<file path="src/rtl/core/clrt_pkg.sv">
package clrt_pkg;

    // id width of every node field and link entry
    localparam int ID_W = 20;

    // default table depth
    localparam int NODE_COUNT_DEF = 1048576;

    // command codes
    localparam logic [2:0] MODE_INS_AFTER  = 3'd0;
    localparam logic [2:0] MODE_INS_BEFORE = 3'd1;
    localparam logic [2:0] MODE_RM_AFTER   = 3'd2;
    localparam logic [2:0] MODE_RM_BEFORE  = 3'd3;
    localparam logic [2:0] MODE_APPEND     = 3'd4;

    typedef logic [ID_W-1:0] id_t;

    typedef enum logic [3:0] {
        ST_IDLE,
        ST_RED_S,
        ST_RED_N,
        ST_RD_A,
        ST_CAP_A,
        ST_RED_A,
        ST_RD_B,
        ST_CAP_B,
        ST_RED_B,
        ST_WR_1,
        ST_WR_2,
        ST_WR_RM,
        ST_WR_SELF,
        ST_FIN
    } state_t;

endpackage

</file>
<file path="src/rtl/core/clrt_slot.sv">
module clrt_slot #(
    parameter int NODE_COUNT = clrt_pkg::NODE_COUNT_DEF,
    localparam int ADDR_W = $clog2(NODE_COUNT)
) (
    input  logic              aclk,
    input  logic              aresetn,
    input  logic              start,
    input  clrt_pkg::id_t     id_in,
    output logic              done,
    output logic [ADDR_W-1:0] slot
);

    localparam int ID_W = clrt_pkg::ID_W;
    // ids map straight onto the table, or through a mask
    localparam bit DIRECT = (ADDR_W >= ID_W) || ((NODE_COUNT & (NODE_COUNT - 1)) == 0);

    generate
        if (DIRECT) begin : g_direct
            logic              done_reg;
            logic [ADDR_W-1:0] slot_reg;
            logic [ADDR_W-1:0] slot_next;

            // zero extend or keep the low bits
            assign slot_next = ADDR_W'(id_in);

            always_ff @(posedge aclk) begin
                if (!aresetn) begin
                    done_reg <= 1'b0;
                end else begin
                    done_reg <= start;
                end
                if (start) begin
                    slot_reg <= slot_next;
                end
            end

            assign done = done_reg;
            assign slot = slot_reg;
        end else begin : g_recip
            // quotient estimate from a scaled reciprocal, low by at most one,
            // then multiply-subtract and one correction, one stage per cycle
            localparam int SHIFT = ID_W + ADDR_W;
            localparam int MW    = ID_W + 2;
            localparam int PW    = ID_W + MW;
            localparam int QW    = PW - SHIFT;
            localparam logic [MW-1:0]   RECIP   = MW'((64'd1 << SHIFT) / 64'(NODE_COUNT));
            localparam logic [ID_W-1:0] MODULUS = ID_W'(NODE_COUNT);

            logic [ID_W-1:0] id_reg;
            logic [PW-1:0]   prod_reg, prod_next;
            logic [QW-1:0]   quot;
            logic [ID_W-1:0] back;
            logic [ID_W-1:0] rem_reg, rem_next;
            logic            mul_reg, sub_reg, fix_reg, done_reg;

            assign prod_next = PW'(id_reg) * PW'(RECIP);
            assign quot      = prod_reg[PW-1:SHIFT];
            assign back      = ID_W'(quot) * MODULUS;

            always_comb begin
                rem_next = rem_reg;
                if (sub_reg) begin
                    rem_next = id_reg - back;
                end else if (fix_reg && (rem_reg >= MODULUS)) begin
                    rem_next = rem_reg - MODULUS;
                end
            end

            always_ff @(posedge aclk) begin
                if (!aresetn) begin
                    mul_reg  <= 1'b0;
                    sub_reg  <= 1'b0;
                    fix_reg  <= 1'b0;
                    done_reg <= 1'b0;
                end else begin
                    mul_reg  <= start;
                    sub_reg  <= mul_reg;
                    fix_reg  <= sub_reg;
                    done_reg <= fix_reg;
                end
                if (start) begin
                    id_reg <= id_in;
                end
                if (mul_reg) begin
                    prod_reg <= prod_next;
                end
                rem_reg <= rem_next;
            end

            assign done = done_reg;
            assign slot = rem_reg[ADDR_W-1:0];
        end
    endgenerate

endmodule
</file>
<file path="config.mk">
export PLATFORM = sky130hd
export DESIGN_NAME = clrt_slot
export DESIGN_NICKNAME = d
export VERILOG_FILES = /design/src/rtl/core/clrt_pkg.sv /design/src/rtl/core/clrt_slot.sv
export SDC_FILE = /design/constraint.sdc
export NUM_CORES = 1
export LEC_CHECK = 0
export BUFFER_PORTS_ARGS = -buffer_cell sky130_fd_sc_hd__buf_2
export CORE_MARGIN = 3
export CORE_UTILIZATION = 41
export DETAILED_ROUTE_END_ITERATION = 10
export HOLD_SLACK_MARGIN = 0.08
export PLACE_DENSITY_LB_ADDON = 0.12
export SLEW_MARGIN = 25
export SYNTH_ARGS = -nofsm -noshare
export SYNTH_HDL_FRONTEND = slang
export SYNTH_SLANG_ARGS = --single-unit
</file>
<file path="constraint.sdc">
create_clock -name aclk -period 0.9 [get_ports aclk]
set_input_delay 0.27 -clock aclk [delete_from_list [all_inputs] [get_ports aclk]]
set_output_delay 0.27 -clock aclk [all_outputs]
set_load 0.01 [all_outputs]
</file>
==> results.txt <==
Status -> finished with violations
Failing checks -> setup timing
Port Buffers -> 43
Worst-path fanout max -> 1
Ranking of synthesized cells by area -> edfxtp_1 (96%), dfxtp_1 (3.2%), and2_1 (1.0%)
Power per Cell Area -> 1940 nW/um^2
Cells after Synth -> 22
Yosys Warn Count -> 0
Sink Count -> 21
I/O pin cnt -> 44
Min cycle time layout -> 1080 ps
Vias in the first global route -> 337
Largest net degree at the start of global routing -> 22
Relative slew slack -> 92.9%
Die footprint -> 2030 um^2
Synth area leader -> edfxtp_1
Router iterations before antenna repair -> 2
Fmax -> 924 MHz
Max rail drop VDD -> 1.04 mV
Root Driver -> clkbuf_4
CTS tree -> built
Hold buffers post-CTS -> 0
WP data arrival -> 810 ps
Clock buffer depth -> 2
Total CTS buffers -> 3
Slowest-stage cell, CP -> edfxtp_1
Required time of the worst setup path -> 630 ps
Synth Area per Inst -> 28.5 um^2
Layout cells sized above 1 -> 67.1%
Die W -> 45.1 um
Yosys reg bits -> 21
Postcts setup bufs -> 0
Largest register FFs -> 20
Final ANT Viol Nets -> 0
Total power -> 1.76 mW
Hold Crit Depth -> 1
Antenna violations before repair -> 0
RSZ-0062 raised after global routing -> yes
Residual DRC -> 0
Hold endpoint -> slot[9]
Core area -> 1370 um^2
Drt first-iter violations -> 4
Netlist cell types -> 3
Layout Nets -> 94
Vias per cell -> 4.32
Post-synthesis cell area -> 627 um^2
Antenna cell count -> 0
WL/cell -> 12.1 um
Hold Violations, Final -> 0
Post-placement worst setup slack -> 67.2 ps
CP endpoint kind -> output pin
CP Class -> reg -> out
Post-route setup slack -> -182 ps
Final Util -> 66.4%
Post-synth top area share -> 95.8%
Die Y -> 45.1 um
CP Launch Type -> flop
Vias -> 367
Setup TNS Final -> -3420 ps
Global-route wire length before repair -> 1.47 mm
Min-delay worst type -> in -> reg
Largest stage delay on the critical path -> 380 ps
Crit path buffers/inverters -> 1
Max-capacitance violation count -> 0
Final wirelength -> 1.03 mm
Final slew viol count -> 0
Post-Syn Nets -> 45
Top Family by Delay on Critical Path -> flip-flops
Tcrit/Tclk final -> 120%
Worst-path clk slew -> 100 ps
Hold path start -> id_in[9]
Worst-path cell chain -> buf_2
Initial Utilization -> 45.9%
Post-CTS sizing -> 0
H-tree levels -> 1
# rows -> 13
GRT Total Usage -> 10.1%
Final setup vio count -> 21
Gpl congestion -> 0.625
Area grow syn2layout -> 44.7%
Worst-Margin Slew -> 106 ps
Post-synthesis sequential area ratio -> 99.0%
P_leak -> 0.401 nW
Global route total overflow -> 0
## per-layer routing
metal	share of wire [%]	GRT usage, %	vias up
met3	12	2.39	2
met5	0	0	-
met2	51	16.7	24
met1	36	13.2	158
met4	0.39	3.51	0
li1	-	-	183
## cells in the final DEF, fill, tap and decap left out
cell      instances
buf_2            43
edfxtp_1         20
clkbuf_1          1
and2_1            1
buf_12            1
clkbuf_4          3
dfxtp_1           1
## synth_stat cells (all sizes together)
cell type,instances
edfxtp,20
and2,1
dfxtp,1
## through the flow
stage	hold WS, ps	area (um^2)	instances
3_5_place_dp	448	881	81
2_1_floorplan	369	627	22
3_3_place_gp	447	881	81
5_1_grt	129	907	85
4_1_cts	147	907	85
6_report	152	907	85
## cells by family after synthesis
| logic type | synth area share [%] |
|---|---|
| DFF | 99.0 |
| and+or+nand+nor | 0.999 |
## power by group
group | internal (mW) | leakage, nW | total, mW | switching [mW]
clock | 0.172 | 0.0150 | 0.412 | 0.240
sequential | 1.15 | 0.204 | 1.17 | 0.0154
combinational | 0.0900 | 0.182 | 0.182 | 0.0915
## layout make-up
cell class	instances	area, um^2
clock buffer	4	26.3
fill	107	459
timing repair buffer	44	235
multi-input combinational	1	6.26
sequential	21	621
tap	15	18.8
## how the worst max path moves through the flow
stage | from | to | slack [ps] | cells past startpoint
after global placement | start | slot[13] | 70 | 2
after detailed placement | start | slot[2] | 70 | 2
after global routing | slot[10] | slot[10] | -240 | 1
after CTS | slot[10] | slot[10] | -200 | 1
final | slot[10] | slot[10] | -180 | 1
after floorplan | slot[0] | slot[0] | 240 | 0
Power figures use the tool's default switching activity.
